===== src/rtl/btffa_pkg.sv =====
// Shared types and constants of the block table first-fit allocator.
package btffa_pkg;

  localparam int unsigned ADDR_W    = 32;
  localparam int unsigned SIZE_W    = 24;
  localparam int unsigned STATUS_W  = 2;
  localparam int unsigned BIU_W     = 11;
  localparam int unsigned CFG_IDX_W = 1;
  localparam int unsigned CFG_W     = 32;
  localparam int unsigned ENTRY_W   = 3;

  localparam int unsigned ENT_TAKEN = 0;
  localparam int unsigned ENT_FIRST = 1;
  localparam int unsigned ENT_NEXT  = 2;

  localparam logic [BIU_W-1:0] BIU_RESET = 11'd1024;

  typedef enum logic [0:0] {
    OP_ALLOC = 1'b0,
    OP_FREE  = 1'b1
  } op_e;

  typedef enum logic [STATUS_W-1:0] {
    STAT_OK      = 2'd0,
    STAT_NOMEM   = 2'd1,
    STAT_BADADDR = 2'd2
  } status_e;

  typedef enum logic [CFG_IDX_W-1:0] {
    REG_BASE_ADDRESS  = 1'b0,
    REG_BLOCKS_IN_USE = 1'b1
  } reg_idx_e;

  typedef enum logic [2:0] {
    S_CLEAR,
    S_IDLE,
    S_SCAN,
    S_MARK,
    S_DIV,
    S_FREE_RD,
    S_CHAIN,
    S_DONE
  } state_e;

endpackage


===== src/rtl/btffa_if.sv =====
// Request and response channel interfaces of the allocator.
interface btffa_req_if;
  logic                             valid;
  logic                             ready;
  logic                             op;
  logic [btffa_pkg::SIZE_W-1:0]     size_bytes;
  logic [btffa_pkg::ADDR_W-1:0]     free_address;

  modport source (output valid, output op, output size_bytes, output free_address,
                  input ready);
  modport sink   (input valid, input op, input size_bytes, input free_address,
                  output ready);
endinterface

interface btffa_rsp_if;
  logic                             valid;
  logic                             ready;
  logic [btffa_pkg::ADDR_W-1:0]     alloc_address;
  logic [btffa_pkg::STATUS_W-1:0]   status;

  modport source (output valid, output alloc_address, output status, input ready);
  modport sink   (input valid, input alloc_address, input status, output ready);
endinterface


===== src/rtl/btffa_mem.sv =====
// Block table memory: one write port, one read port, registered read data.
module btffa_mem #(
  parameter int unsigned DEPTH = 1024,
  parameter int unsigned WIDTH = 3
) (
  input  logic                     clk_i,
  input  logic                     we_i,
  input  logic [$clog2(DEPTH)-1:0] waddr_i,
  input  logic [WIDTH-1:0]         wdata_i,
  input  logic                     re_i,
  input  logic [$clog2(DEPTH)-1:0] raddr_i,
  output logic [WIDTH-1:0]         rdata_o
);

  logic [WIDTH-1:0] mem_q [DEPTH];
  logic [WIDTH-1:0] rdata_q;

  always_ff @(posedge clk_i) begin
    if (we_i) begin
      mem_q[waddr_i] <= wdata_i;
    end
  end

  always_ff @(posedge clk_i) begin
    if (re_i) begin
      rdata_q <= mem_q[raddr_i];
    end
  end

  assign rdata_o = rdata_q;

endmodule


===== src/rtl/btffa_div.sv =====
// Division by the constant block size through reciprocal multiplication.
module btffa_div #(
  parameter int unsigned DIVISOR = 4096,
  parameter int unsigned DW      = 22
) (
  input  logic          clk_i,
  input  logic          rst_ni,
  input  logic          start_i,
  input  logic [DW-1:0] dividend_i,
  output logic          done_o,
  output logic [DW-1:0] quot_o
);

  localparam int unsigned SH = DW + $clog2(DIVISOR);
  localparam int unsigned MW = DW + 1;
  localparam int unsigned PW = DW + MW;
  localparam logic [63:0] RECIP = ((64'd1 << SH) + 64'(DIVISOR) - 64'd1) / 64'(DIVISOR);

  logic          done_q;
  logic [DW-1:0] num_q;
  logic [PW-1:0] prod;

  always_ff @(posedge clk_i or negedge rst_ni) begin
    if (!rst_ni) begin
      done_q <= 1'b0;
    end else begin
      done_q <= start_i;
    end
  end

  always_ff @(posedge clk_i) begin
    if (start_i) begin
      num_q <= dividend_i;
    end
  end

  assign prod   = PW'(num_q) * PW'(RECIP[MW-1:0]);
  assign done_o = done_q;
  assign quot_o = DW'(prod >> SH);

endmodule


===== src/rtl/block_table_first_fit_allocator.sv =====
// Top level of the block table first-fit heap allocator.
//
//   channel | dir | word                                  | accepted when
//   req_i   | in  | op, size_bytes, free_address          | valid && ready
//   rsp_o   | out | alloc_address, status                 | valid && ready
//   cfg     | in  | cfg_we_i, cfg_idx_i, cfg_data_i       | cfg_we_i
//
// Allocate: a scan of the table up to the heap limit, then one table write per block
// of the granted run, then the result is handed over.
// Free: the divider forms the block index, then each block of the chain is read and cleared.
// After reset a clearing pass writes every entry; no request is taken.
// One request is in work at a time; a new one is taken while the last result waits.
module block_table_first_fit_allocator #(
  parameter int unsigned MAX_BLOCKS  = 1024,
  parameter int unsigned BLOCK_BYTES = 4096
) (
  input  logic                            clk_i,
  input  logic                            rst_ni,
  btffa_req_if.sink                       req_i,
  btffa_rsp_if.source                     rsp_o,
  input  logic                            cfg_we_i,
  input  logic [btffa_pkg::CFG_IDX_W-1:0] cfg_idx_i,
  input  logic [btffa_pkg::CFG_W-1:0]     cfg_data_i
);

  localparam int unsigned IDX_W   = $clog2(MAX_BLOCKS);
  localparam int unsigned CNT_W   = $clog2(MAX_BLOCKS + 1);
  localparam int unsigned LIM_W   = (CNT_W > btffa_pkg::BIU_W) ? CNT_W : btffa_pkg::BIU_W;
  localparam int unsigned RUN_W   = $clog2((1 << btffa_pkg::SIZE_W) + BLOCK_BYTES);
  localparam int unsigned AW      = btffa_pkg::ADDR_W;
  localparam int unsigned EW      = btffa_pkg::ENTRY_W;
  localparam int unsigned BIU_MAX = (1 << btffa_pkg::BIU_W) - 1;
  localparam int unsigned LIM_CAP = (MAX_BLOCKS < BIU_MAX) ? MAX_BLOCKS : BIU_MAX;
  localparam int unsigned OFF_W   = $clog2(LIM_CAP * BLOCK_BYTES);

  localparam logic [RUN_W-1:0] BB_RUN  = RUN_W'(BLOCK_BYTES);
  localparam logic [AW-1:0]    BB_ADDR = AW'(BLOCK_BYTES);

  btffa_pkg::state_e  state_q, state_d;
  btffa_pkg::status_e res_stat_q, res_stat_d, rsp_stat_q, rsp_stat_d;

  logic [AW-1:0]                  base_q;
  logic [btffa_pkg::BIU_W-1:0]    biu_q;
  logic [btffa_pkg::SIZE_W-1:0]   size_q, size_d;
  logic [LIM_W-1:0]               iss_idx_q, iss_idx_d;
  logic [AW-1:0]                  iss_addr_q, iss_addr_d;
  logic                           chk_vld_q, chk_vld_d;
  logic [LIM_W-1:0]               chk_idx_q, chk_idx_d;
  logic [AW-1:0]                  chk_addr_q, chk_addr_d;
  logic [RUN_W-1:0]               run_q, run_d;
  logic [LIM_W-1:0]               first_idx_q, first_idx_d;
  logic [AW-1:0]                  first_addr_q, first_addr_d;
  logic [LIM_W-1:0]               mark_idx_q, mark_idx_d;
  logic [RUN_W-1:0]               mark_bytes_q, mark_bytes_d;
  logic [AW-1:0]                  res_addr_q, res_addr_d;
  logic [IDX_W-1:0]               clr_idx_q, clr_idx_d;
  logic                           rsp_vld_q, rsp_vld_d;
  logic [AW-1:0]                  rsp_addr_q, rsp_addr_d;

  logic             mem_we, mem_re;
  logic [IDX_W-1:0] mem_waddr, mem_raddr;
  logic [EW-1:0]    mem_wdata, mem_rdata;

  logic             div_start, div_done;
  logic [OFF_W-1:0] div_quot;

  logic [LIM_W-1:0] lim;
  logic [AW-1:0]    free_off, heap_bytes;
  logic             req_acc, rsp_free, addr_low, free_bad, req_alloc, size_zero;
  logic [RUN_W-1:0] run_add, mark_add;
  logic             scan_hit, scan_fail, mark_more, chain_more, clr_last;
  logic [LIM_W-1:0] chk_next;

  btffa_mem #(
    .DEPTH (MAX_BLOCKS),
    .WIDTH (EW)
  ) u_mem (
    .clk_i   (clk_i),
    .we_i    (mem_we),
    .waddr_i (mem_waddr),
    .wdata_i (mem_wdata),
    .re_i    (mem_re),
    .raddr_i (mem_raddr),
    .rdata_o (mem_rdata)
  );

  btffa_div #(
    .DIVISOR (BLOCK_BYTES),
    .DW      (OFF_W)
  ) u_div (
    .clk_i      (clk_i),
    .rst_ni     (rst_ni),
    .start_i    (div_start),
    .dividend_i (free_off[OFF_W-1:0]),
    .done_o     (div_done),
    .quot_o     (div_quot)
  );

  assign lim = (LIM_W'(biu_q) > LIM_W'(MAX_BLOCKS)) ? LIM_W'(MAX_BLOCKS) : LIM_W'(biu_q);

  assign req_i.ready = (state_q == btffa_pkg::S_IDLE);
  assign req_acc     = req_i.valid && req_i.ready;
  assign req_alloc   = (req_i.op == btffa_pkg::OP_ALLOC);
  assign size_zero   = (req_i.size_bytes == '0);
  assign addr_low    = (req_i.free_address < base_q);
  assign free_off    = req_i.free_address - base_q;
  assign heap_bytes  = AW'(lim) * BB_ADDR;
  assign free_bad    = addr_low || (free_off >= heap_bytes);
  assign rsp_free    = !rsp_vld_q || rsp_o.ready;

  assign run_add    = run_q + BB_RUN;
  assign scan_hit   = chk_vld_q && !mem_rdata[btffa_pkg::ENT_TAKEN] &&
                      (run_add >= RUN_W'(size_q));
  assign scan_fail  = !chk_vld_q && (iss_idx_q >= lim);
  assign mark_add   = mark_bytes_q + BB_RUN;
  assign mark_more  = mark_add < RUN_W'(size_q);
  assign chk_next   = chk_idx_q + LIM_W'(1);
  assign chain_more = mem_rdata[btffa_pkg::ENT_NEXT] && (chk_next < lim);
  assign clr_last   = (clr_idx_q == IDX_W'(MAX_BLOCKS - 1));

  always_comb begin
    state_d = state_q;
    unique case (state_q)
      btffa_pkg::S_CLEAR: begin
        if (clr_last) state_d = btffa_pkg::S_IDLE;
      end
      btffa_pkg::S_IDLE: begin
        if (req_acc) begin
          if (req_alloc) state_d = size_zero ? btffa_pkg::S_DONE : btffa_pkg::S_SCAN;
          else           state_d = free_bad ? btffa_pkg::S_DONE : btffa_pkg::S_DIV;
        end
      end
      btffa_pkg::S_SCAN: begin
        if (scan_hit)       state_d = btffa_pkg::S_MARK;
        else if (scan_fail) state_d = btffa_pkg::S_DONE;
      end
      btffa_pkg::S_MARK: begin
        if (!mark_more) state_d = btffa_pkg::S_DONE;
      end
      btffa_pkg::S_DIV: begin
        if (div_done) state_d = btffa_pkg::S_FREE_RD;
      end
      btffa_pkg::S_FREE_RD: begin
        state_d = btffa_pkg::S_CHAIN;
      end
      btffa_pkg::S_CHAIN: begin
        if (!chain_more) state_d = btffa_pkg::S_DONE;
      end
      btffa_pkg::S_DONE: begin
        if (rsp_free) state_d = btffa_pkg::S_IDLE;
      end
      default: state_d = btffa_pkg::S_IDLE;
    endcase
  end

  always_comb begin
    size_d       = size_q;
    iss_idx_d    = iss_idx_q;
    iss_addr_d   = iss_addr_q;
    chk_vld_d    = chk_vld_q;
    chk_idx_d    = chk_idx_q;
    chk_addr_d   = chk_addr_q;
    run_d        = run_q;
    first_idx_d  = first_idx_q;
    first_addr_d = first_addr_q;
    mark_idx_d   = mark_idx_q;
    mark_bytes_d = mark_bytes_q;
    res_addr_d   = res_addr_q;
    res_stat_d   = res_stat_q;
    clr_idx_d    = clr_idx_q;
    rsp_vld_d    = rsp_vld_q && !rsp_o.ready;
    rsp_addr_d   = rsp_addr_q;
    rsp_stat_d   = rsp_stat_q;
    mem_we       = 1'b0;
    mem_waddr    = '0;
    mem_wdata    = '0;
    mem_re       = 1'b0;
    mem_raddr    = '0;
    div_start    = 1'b0;
    unique case (state_q)
      btffa_pkg::S_CLEAR: begin
        mem_we    = 1'b1;
        mem_waddr = clr_idx_q;
        clr_idx_d = clr_idx_q + IDX_W'(1);
      end
      btffa_pkg::S_IDLE: begin
        if (req_acc) begin
          size_d     = req_i.size_bytes;
          iss_idx_d  = '0;
          iss_addr_d = base_q;
          chk_vld_d  = 1'b0;
          run_d      = '0;
          res_addr_d = '0;
          res_stat_d = btffa_pkg::STAT_OK;
          if (req_alloc) begin
            if (size_zero) res_stat_d = btffa_pkg::STAT_NOMEM;
          end else if (free_bad) begin
            res_stat_d = btffa_pkg::STAT_BADADDR;
          end else begin
            div_start = 1'b1;
          end
        end
      end
      btffa_pkg::S_SCAN: begin
        if (chk_vld_q) begin
          if (mem_rdata[btffa_pkg::ENT_TAKEN]) begin
            run_d = '0;
          end else begin
            run_d = run_add;
            if (run_q == '0) begin
              first_idx_d  = chk_idx_q;
              first_addr_d = chk_addr_q;
            end
          end
        end
        if (scan_hit) begin
          mark_idx_d   = (run_q == '0) ? chk_idx_q : first_idx_q;
          res_addr_d   = (run_q == '0) ? chk_addr_q : first_addr_q;
          mark_bytes_d = '0;
          res_stat_d   = btffa_pkg::STAT_OK;
        end else if (scan_fail) begin
          res_stat_d = btffa_pkg::STAT_NOMEM;
        end
        if (iss_idx_q < lim) begin
          mem_re     = 1'b1;
          mem_raddr  = iss_idx_q[IDX_W-1:0];
          chk_vld_d  = 1'b1;
          chk_idx_d  = iss_idx_q;
          chk_addr_d = iss_addr_q;
          iss_idx_d  = iss_idx_q + LIM_W'(1);
          iss_addr_d = iss_addr_q + BB_ADDR;
        end else begin
          chk_vld_d = 1'b0;
        end
      end
      btffa_pkg::S_MARK: begin
        mem_we    = 1'b1;
        mem_waddr = mark_idx_q[IDX_W-1:0];
        mem_wdata[btffa_pkg::ENT_TAKEN] = 1'b1;
        mem_wdata[btffa_pkg::ENT_FIRST] = (mark_bytes_q == '0);
        mem_wdata[btffa_pkg::ENT_NEXT]  = mark_more;
        mark_idx_d   = mark_idx_q + LIM_W'(1);
        mark_bytes_d = mark_add;
      end
      btffa_pkg::S_DIV: begin
        if (div_done) begin
          chk_idx_d = LIM_W'(div_quot);
        end
      end
      btffa_pkg::S_FREE_RD: begin
        mem_re    = 1'b1;
        mem_raddr = chk_idx_q[IDX_W-1:0];
      end
      btffa_pkg::S_CHAIN: begin
        mem_we    = 1'b1;
        mem_waddr = chk_idx_q[IDX_W-1:0];
        if (chain_more) begin
          mem_re    = 1'b1;
          mem_raddr = chk_next[IDX_W-1:0];
          chk_idx_d = chk_next;
        end
      end
      btffa_pkg::S_DONE: begin
        if (rsp_free) begin
          rsp_vld_d  = 1'b1;
          rsp_addr_d = res_addr_q;
          rsp_stat_d = res_stat_q;
        end
      end
      default: ;
    endcase
  end

  always_ff @(posedge clk_i or negedge rst_ni) begin
    if (!rst_ni) begin
      state_q   <= btffa_pkg::S_CLEAR;
      clr_idx_q <= '0;
      chk_vld_q <= 1'b0;
      rsp_vld_q <= 1'b0;
    end else begin
      state_q   <= state_d;
      clr_idx_q <= clr_idx_d;
      chk_vld_q <= chk_vld_d;
      rsp_vld_q <= rsp_vld_d;
    end
  end

  always_ff @(posedge clk_i or negedge rst_ni) begin
    if (!rst_ni) begin
      base_q <= '0;
      biu_q  <= btffa_pkg::BIU_RESET;
    end else if (cfg_we_i) begin
      unique case (btffa_pkg::reg_idx_e'(cfg_idx_i))
        btffa_pkg::REG_BASE_ADDRESS:  base_q <= cfg_data_i[AW-1:0];
        btffa_pkg::REG_BLOCKS_IN_USE: biu_q  <= cfg_data_i[btffa_pkg::BIU_W-1:0];
        default: ;
      endcase
    end
  end

  always_ff @(posedge clk_i) begin
    size_q       <= size_d;
    iss_idx_q    <= iss_idx_d;
    iss_addr_q   <= iss_addr_d;
    chk_idx_q    <= chk_idx_d;
    chk_addr_q   <= chk_addr_d;
    run_q        <= run_d;
    first_idx_q  <= first_idx_d;
    first_addr_q <= first_addr_d;
    mark_idx_q   <= mark_idx_d;
    mark_bytes_q <= mark_bytes_d;
    res_addr_q   <= res_addr_d;
    res_stat_q   <= res_stat_d;
    rsp_addr_q   <= rsp_addr_d;
    rsp_stat_q   <= rsp_stat_d;
  end

  assign rsp_o.valid         = rsp_vld_q;
  assign rsp_o.alloc_address = rsp_addr_q;
  assign rsp_o.status        = rsp_stat_q;

  a_mark_in_heap: assert property (@(posedge clk_i) disable iff (!rst_ni)
    (state_q == btffa_pkg::S_MARK) |-> (mark_idx_q < lim))
    else $error("run marking beyond heap limit");

  a_accept_leaves_idle: assert property (@(posedge clk_i) disable iff (!rst_ni)
    req_acc |=> (state_q != btffa_pkg::S_IDLE))
    else $error("request taken without starting work");

  a_div_done_in_div: assert property (@(posedge clk_i) disable iff (!rst_ni)
    div_done |-> (state_q == btffa_pkg::S_DIV))
    else $error("divider result outside divide phase");

  a_clear_blocks_req: assert property (@(posedge clk_i) disable iff (!rst_ni)
    (state_q == btffa_pkg::S_CLEAR) |-> (!req_i.ready && mem_we))
    else $error("request window open during clearing pass");

endmodule


===== src/flat_wrapper.sv =====
// flat-port wrapper written by rule: the top's interface ports become plain ports
module block_table_first_fit_allocator_flat 
#(
  parameter int unsigned MAX_BLOCKS  = 1024,
  parameter int unsigned BLOCK_BYTES = 4096
)
  (clk_i, rst_ni, cfg_we_i, cfg_idx_i, cfg_data_i, req_i_valid, req_i_op, req_i_size_bytes, req_i_free_address, req_i_ready, rsp_o_valid, rsp_o_alloc_address, rsp_o_status, rsp_o_ready);
  btffa_req_if req_i_i ();
  btffa_rsp_if rsp_o_i ();
  input  logic clk_i;
  input  logic rst_ni;
  input  logic cfg_we_i;
  input  logic [btffa_pkg::CFG_IDX_W-1:0] cfg_idx_i;
  input  logic [btffa_pkg::CFG_W-1:0] cfg_data_i;
  input wire logic [$bits(req_i_i.valid)-1:0] req_i_valid;
  input wire logic [$bits(req_i_i.op)-1:0] req_i_op;
  input wire logic [$bits(req_i_i.size_bytes)-1:0] req_i_size_bytes;
  input wire logic [$bits(req_i_i.free_address)-1:0] req_i_free_address;
  output wire logic [$bits(req_i_i.ready)-1:0] req_i_ready;
  output wire logic [$bits(rsp_o_i.valid)-1:0] rsp_o_valid;
  output wire logic [$bits(rsp_o_i.alloc_address)-1:0] rsp_o_alloc_address;
  output wire logic [$bits(rsp_o_i.status)-1:0] rsp_o_status;
  input wire logic [$bits(rsp_o_i.ready)-1:0] rsp_o_ready;
  assign req_i_i.valid = req_i_valid;
  assign req_i_i.op = req_i_op;
  assign req_i_i.size_bytes = req_i_size_bytes;
  assign req_i_i.free_address = req_i_free_address;
  assign req_i_ready = req_i_i.ready;
  assign rsp_o_valid = rsp_o_i.valid;
  assign rsp_o_alloc_address = rsp_o_i.alloc_address;
  assign rsp_o_status = rsp_o_i.status;
  assign rsp_o_i.ready = rsp_o_ready;
  block_table_first_fit_allocator #(.MAX_BLOCKS(MAX_BLOCKS), .BLOCK_BYTES(BLOCK_BYTES)) u_core (.clk_i(clk_i), .rst_ni(rst_ni), .req_i(req_i_i), .rsp_o(rsp_o_i), .cfg_we_i(cfg_we_i), .cfg_idx_i(cfg_idx_i), .cfg_data_i(cfg_data_i));
endmodule

===== config.mk =====
export PLATFORM = sky130hd
export DESIGN_NAME = block_table_first_fit_allocator_flat
export DESIGN_NICKNAME = d
export VERILOG_FILES = /design/src/rtl/btffa_pkg.sv /design/src/rtl/btffa_if.sv /design/src/rtl/btffa_mem.sv /design/src/rtl/btffa_div.sv /design/src/rtl/block_table_first_fit_allocator.sv /design/src/flat_wrapper.sv
export SDC_FILE = /design/constraint.sdc
export NUM_CORES = 2
export LEC_CHECK = 0
export ABC_AREA = 1
export BUFFER_PORTS_ARGS = -buffer_cell sky130_fd_sc_hd__buf_2
export CORE_ASPECT_RATIO = 1.4
export CORE_MARGIN = 1.5
export CORE_UTILIZATION = 30
export DETAILED_ROUTE_END_ITERATION = 8
export PLACE_DENSITY_LB_ADDON = 0.1
export RECOVER_POWER = 100
export SETUP_SLACK_MARGIN = 0.5
export SYNTH_ARGS = -nofsm -noshare
export SYNTH_HDL_FRONTEND = slang
export SYNTH_SLANG_ARGS = --single-unit
export TNS_END_PERCENT = 20

===== constraint.sdc =====
create_clock -name clk_i -period 43.1 [get_ports clk_i]
set_input_delay 4.31 -clock clk_i [delete_from_list [all_inputs] [get_ports clk_i]]
set_output_delay 4.31 -clock clk_i [all_outputs]
set_load 0.02 [all_outputs]

After elaboration in Yosys (flattened, before gate mapping)
Memories as Yosys holds them, arrays and structs flattened. A register that Yosys moved wholly into a read port is not among the register bits.
Index checks and enable logic that the tools add are counted.
{"block": "word_totals", "wordCells": 156, "input_bits": 95, "rom_bits": 0, "latchBits": 0, "ramBits": 3072, "register_bits": 363, "mem_count": 1, "output_inout_bits": 36}
{"block": "classes", "addsub": 8, "n_reduce_logical": 34, "n_mul": 0, "eq_ne": 19, "n_lt_le_gt_ge": 8, "shift": 0, "n_mux": 62, "div": 0, "bitwise": 2}
{"memory": "u_core.u_mem.mem_q", "depth": 1024, "word_bits": 3, "rd": 1, "rd_ports_with_merged_regs": 1, "write_ports": 1, "line": "btffa_mem.sv:15", "rtl": "logic [WIDTH-1:0] mem_q [DEPTH];"}
{"operator": "$mux W32", "n": 5}
{"operator": "$pmux W32 S2", "n": 2}
{"operator": "$mux W25", "n": 4}
{"operator": "$pmux W25 S2", "n": 2}
{"operator": "$mux W11", "n": 8}
{"operator": "$pmux W10 S3", "n": 2}
{"operator": "$add A25 B13 Y25 const B", "n": 2}
{"operator": "$logic_not A25 Y1", "n": 2}
{"operator": "$pmux W11 S2", "n": 2}
{"operator": "$add A11 B1 Y11 const B", "n": 3}
{"operator": "$mux W3", "n": 11}
{"operator": "$pmux W11 S3", "n": 1}
{"operator": "$add A32 B13 Y32 const B", "n": 1}
{"operator": "$ge A32 B23 Y1", "n": 1}
{"operator": "$lt A32 B32 Y1", "n": 1}
{"operator": "$sub A32 B32 Y32", "n": 1}
{"operator": "$ge A25 B24 Y1", "n": 1}
{"operator": "$lt A25 B24 Y1", "n": 1}
{"operator": "$logic_not A24 Y1", "n": 1}
{"operator": "$pmux W3 S8", "n": 1}
{"operator": "$lt A11 B11 Y1", "n": 2}
{"operator": "$mux W10", "n": 2}
{"operator": "$reduce_and A3 Y1", "n": 5}
{"operator": "$reduce_and A2 Y1", "n": 7}
{"operator": "25 further kinds", "n": 65}

Longest topological paths before layout
{"block": "logic_depth", "word_depth": 8, "depth_mapped": 31, "depth_no_buf": 28}

By module
Synthesis repeated with hierarchy kept, for this count alone.
{"block": "unflattened", "hier_cells": 13341, "hier_area_um2": 146928.4}
{"mod": "btffa_mem", "cells_each": 11278, "seq_area_each_um2": 92338.6, "n_inst": 1, "area_per_inst_um2": 128306.8}
{"mod": "block_table_first_fit_allocator", "cells_each": 2039, "seq_area_each_um2": 9500.4, "n_inst": 1, "area_per_inst_um2": 18202.5}
{"mod": "btffa_div", "cells_each": 24, "seq_area_each_um2": 325.3, "n_inst": 1, "area_per_inst_um2": 419.2}

Worst setup path before layout
Ideal clock, no wire load.
{"block": "synth_timing", "path_type": "reg2reg", "from": "reg u_core.mark_bytes_q[12]", "to": "mem u_core.u_mem.mem_q[0][2], data pin", "path_stages_with_launch": 15, "period_less_slack_ns": 34.847, "path_slack_ns": 8.253, "setup_ns": 5.702, "path_buffers": 0, "t_arrival_ns": 29.146, "required_ns": 37.398, "path_cell_list": "edfxtp_1 > ha_1 > nand2_1 > nor2_1 > inv_1 > nor2_1 > inv_1 > nor3_1 > xor2_1 > ha_1 > a21oi_1 > o21ai_0 > o211ai_1 > nand2_1 > a21oi_1"}
{"block": "synth_via", "elab_chain_cells": 3}
{"element": "start, declared", "line": "block_table_first_fit_allocator.sv:54", "rtl": "logic [RUN_W-1:0] mark_bytes_q, mark_bytes_d;"}
{"element": "start signal, assigned", "line": "block_table_first_fit_allocator.sv:311", "rtl": "mark_bytes_q <= mark_bytes_d;"}
{"element": "$add A25 B13 Y25", "line": "block_table_first_fit_allocator.sv:115", "rtl": "assign mark_add = mark_bytes_q + BB_RUN;"}
{"element": "named net u_core.mark_add[20]", "line": "block_table_first_fit_allocator.sv:70", "rtl": "logic [RUN_W-1:0] run_add, mark_add;"}
{"element": "$lt A25 B24 Y1", "line": "block_table_first_fit_allocator.sv:116", "rtl": "assign mark_more = mark_add < RUN_W'(size_q);"}
{"element": "$mux W3", "line": "block_table_first_fit_allocator.sv:180", "rtl": "unique case (state_q)"}
{"element": "named net u_core.mem_wdata[2]", "line": "block_table_first_fit_allocator.sv:62", "rtl": "logic [EW-1:0] mem_wdata, mem_rdata;"}
{"element": "end, declared", "line": "btffa_mem.sv:15"}
The timed path passes the listed nets, and every way through them passes these cells.

Worst setup path in the final report
{"block": "layout_timing", "from": "reg u_core.state_q[0]", "to": "mem u_core.u_mem.mem_q[61][2], data pin"}
{"block": "layout_via", "elab_chain_cells": 2}
{"element": "start, declared", "line": "block_table_first_fit_allocator.sv:39", "rtl": "btffa_pkg::state_e state_q, state_d;"}
{"element": "start signal, assigned", "line": "block_table_first_fit_allocator.sv:276", "rtl": "state_q <= btffa_pkg::S_CLEAR;"}
{"element": "start signal, assigned", "line": "block_table_first_fit_allocator.sv:281", "rtl": "state_q <= state_d;"}
{"element": "$eq A3 B2 Y1", "line": "block_table_first_fit_allocator.sv:180"}
{"element": "$mux W3", "line": "block_table_first_fit_allocator.sv:180"}
{"element": "named net u_core.mem_wdata[2]", "line": "block_table_first_fit_allocator.sv:62"}
The timed path passes the listed nets, and every way through them passes these cells.

==> impl_metrics.ini <==
[outcome]
status = finished, violations left
violations = capacitance limit, slew limit

[critical_path]
path_delay_family = buffers and inverters
cp_data_required_time_ns = 43.16
critPathLaunchType = register
slowest_delay_ns = 3.37
path_cells = nand2_1, nor2_1, inv_1, clkbuf_1, nor2_1, nand2_1, a21oi_4, clkbuf_1, clkbuf_1, clkbuf_1, clkbuf_1, clkbuf_1, clkbuf_1
critical_path_class = register to register
crit_arrival_ns = 20.11
cp_num_buf_inv = 8
critPathCaptureType = register
path_common_cell = clkbuf_1
cp_max_fo = 103
cp_slowest_cell = clkbuf_1

[finish]
drive_gt1_share_pct = 4.77
postLayoutCoreUtil_pct = 33.5
area_growth_pct = 11.3
fin_nets = 11171

[power]
fin_total_pwr_mw = 7.59
ir_drop_mv = 0.0507
p_leak_nw = 47.2
power_density_nw_per_um2 = 61.5

[clock_network]
clk_pin_slew_worst_paths_ns = 0.06
clock_latency_ns = 0.93
cts_setup_buffers = 0
ctsRootBufferMaster = clkbuf_16
cts.path.max_buffers = 4
cts_resized = 0
numCtsBuffers = 249
postCtsHoldBufs = 0
htreeDepth = 4
cts_tree = yes
cts_sinks = 2387

[timing]
fmax_mhz = 49.9
tightest_slew_ns = 9.05
setup_viol = 0
finalCriticalPeriod_ns = 20.06
min_period_over_period_pct = 46.5
grt_setup_unrepaired = false
hold_ws_ns = 0.390
setup_tns_ns = 0
skew_ns = 0.0444
relSlewSlack_pct = -503
final_max_slew_viol_count = 3716
hold_viol = 0

[synthesis]
synth_top_flop_cell = edfxtp_1
synth_top_family_by_area = simple AND/OR/NAND/NOR gates
synthArstFlopShare_pct = 2.47
synth_fa_ha_area_share_pct = 1.24
ys_seq_area_share_pct = 64.4
synth-simple-area-share_pct = 21.8
yosys.area.top_type_share_pct = 63.0
yosysUniqueCellTypes = 52
synthMuxAreaShare_pct = 0
syn_area_sq_um = 111000
syn_nets = 11358
synthTopCellsByArea = edfxtp_1, nand2_1, nand3_1
synth_edf_count = 2328
synth.largest_area_cell = edfxtp_1
ys_warn_count = 0
synthCells = 11154
ys_seq_elements = 2387
synth_compound_area_share_pct = 3.59
yosys.area_share.xor_xnor_pct = 0.521
syn_area_per_cell_sq_um = 9.94

[global_routing]
grt_pass1_vias = 80207
antenna_found_initial = 20
grt_start_max_net_pins = 198
grt_usage_pct = 20.3
grt_pass1_wl_um = 551000
grt_overflow = 0

[detailed_routing]
ant_nets = 0
dr.first_iter.drc_count = 5613
drc = 0
viasPerCell = 4.92
routed_wl_um = 384000
vias = 79225
wl_per_cell_um = 23.9
first_pass_iters = 5

[worst_hold_path]
hp-class = register to register

[floorplanning]
die_area_sq_um = 373000
rows = 264
start_util_pct = 30.1
io_pins = 131
die_w_um = 517
core_sq_um = 369000
die_y_um = 722

[placed_design]
gp_congestion = 0.830
portBuffers = 130
dp_hpwl_um = 213000

[flow_run]
cap_violations = 84
routing by layer:
layer / share of wire (%) / track usage [%] / vias to the layer above
met1: 40 / 24.3 / 39779
met2: 52 / 37.3 / 1812
met3: 4.3 / 2.21 / 554
li1: - / - / 37074
met4: 3.9 / 6.93 / 6
met5: 0.012 / 0 / -
path summary, 6_finish.rpt:
path | depth (start not counted) | slack, ns | startpoint | end
worst max-delay path | 13 | 23.04 | u_core.state_q[0]$_DFFE_PN0P_ | u_core.u_mem.mem_q[61][2]$_DFFE_PP_
worst min-delay path | 0 | 0.39 | u_core.iss_addr_q[0]$_DFFE_PP_ | u_core.chk_addr_q[0]$_DFFE_PP_
worst max register to register | 13 | 23.04 | u_core.state_q[0]$_DFFE_PN0P_ | u_core.u_mem.mem_q[61][2]$_DFFE_PP_
worst min register to register | 0 | 0.39 | u_core.iss_addr_q[0]$_DFFE_PP_ | u_core.chk_addr_q[0]$_DFFE_PP_
max in group asynchronous | 2 | 36.37 | rst_ni | u_core.state_q[2]$_DFFE_PN0P_
min in group asynchronous | 2 | 4.72 | rst_ni | u_core.base_q[6]$_DFFE_PN0P_
synthesized netlist by cell type, types with 18 or more instances:
| library cell | instances |
|---|---|
| ha_1 | 108 |
| nand2_1 | 2308 |
| buf_1 | 96 |
| o211ai_1 | 317 |
| nor3_1 | 37 |
| a21oi_1 | 136 |
| xor2_1 | 43 |
| dfrtp_1 | 58 |
| inv_1 | 1627 |
| nor2_1 | 1222 |
| o21ai_0 | 102 |
| xnor2_1 | 23 |
| buf_2 | 272 |
| nor4_1 | 18 |
| edfxtp_1 | 2328 |
| clkbuf_1 | 358 |
| nand3_1 | 1577 |
| nand4_1 | 408 |
registers in the layout (all words and copies together) (netlist names), 2 cells and up:
signal	cells
u_core.first_addr_q	32
u_core.res_addr_q	32
u_core.iss_addr_q	32
u_core.mark_idx_q	10
u_core.first_idx_q	10
u_core.size_q	24
u_core.clr_idx_q	10
u_core.chk_addr_q	32
u_core.rsp_o.alloc_address	32
u_core.rsp_o.status	2
u_core.u_mem.mem_q	2048
u_core.base_q	32
u_core.chk_idx_q	11
u_core.u_mem.rdata_o	2
u_core.biu_q	11
u_core.run_q	25
u_core.mark_bytes_q	13
u_core.u_div.num_q	10
u_core.state_q	3
u_core.iss_idx_q	11
u_core.res_stat_q	2
cells by family (layout without fill, tap and decap cells):
family,count (synthesis),in the layout
xor gates and xnor gates,66,66
DFF,2387,2387
and+or+nand+nor,5592,5592
AOI/OAI and AO/OA,607,607
buffers and inverters,2393,2400
other,0,5
adders and majority gates,109,109
power breakdown:
part	switching [mW]	internal, mW
combinational	1.92	0.563
sequential	0.0573	2.93
clock	0.928	1.20
layout by cell type (no fill, tap or decap), types with 41 or more instances in the layout:
cell,n
nand3_1,1574
o21ai_0,103
edfxtp_1,2328
buf_4,89
clkbuf_16,254
nand4_1,408
dfrtp_1,58
nor2_1,1219
ha_1,108
xor2_1,43
a21oi_1,132
clkbuf_1,195
o211ai_1,317
nand2_1,2306
clkinv_2,41
inv_1,1633
buf_2,68
clkinv_1,68
layout make-up:
class                   count  area, sq um
fillers                 38111       245000
flip-flops and latches   2387        71400
multi-input cells        6374        30200
clock buffers             310         6590
inverters                1647         6200
well taps                4921         6160
repair buffers            308         1740
clock inverters           135         1150
diodes                      5         12.5
worst register-to-register path: cells and delay by family, from the launching register on:
| kind | cells | cell delay, ns |
|---|---|---|
| compound gates | 1 | 0.11 |
| buf+inv | 8 | 16.38 |
| flops | 1 | 0.40 |
| simple gates | 4 | 2.22 |
per-stage QoR:
step | cells | cell area (sq um) | worst slack (ns)
final | 16087 | 123000 | 23.04
after global routing | 16083 | 123000 | 20.67
after CTS | 16082 | 124000 | 34.95
after detailed placement | 15637 | 116000 | 34.00
after global placement | 15637 | 116000 | 33.90
after floorplan | 11154 | 111000 | 8.25
(Power assumes the default switching activity.)
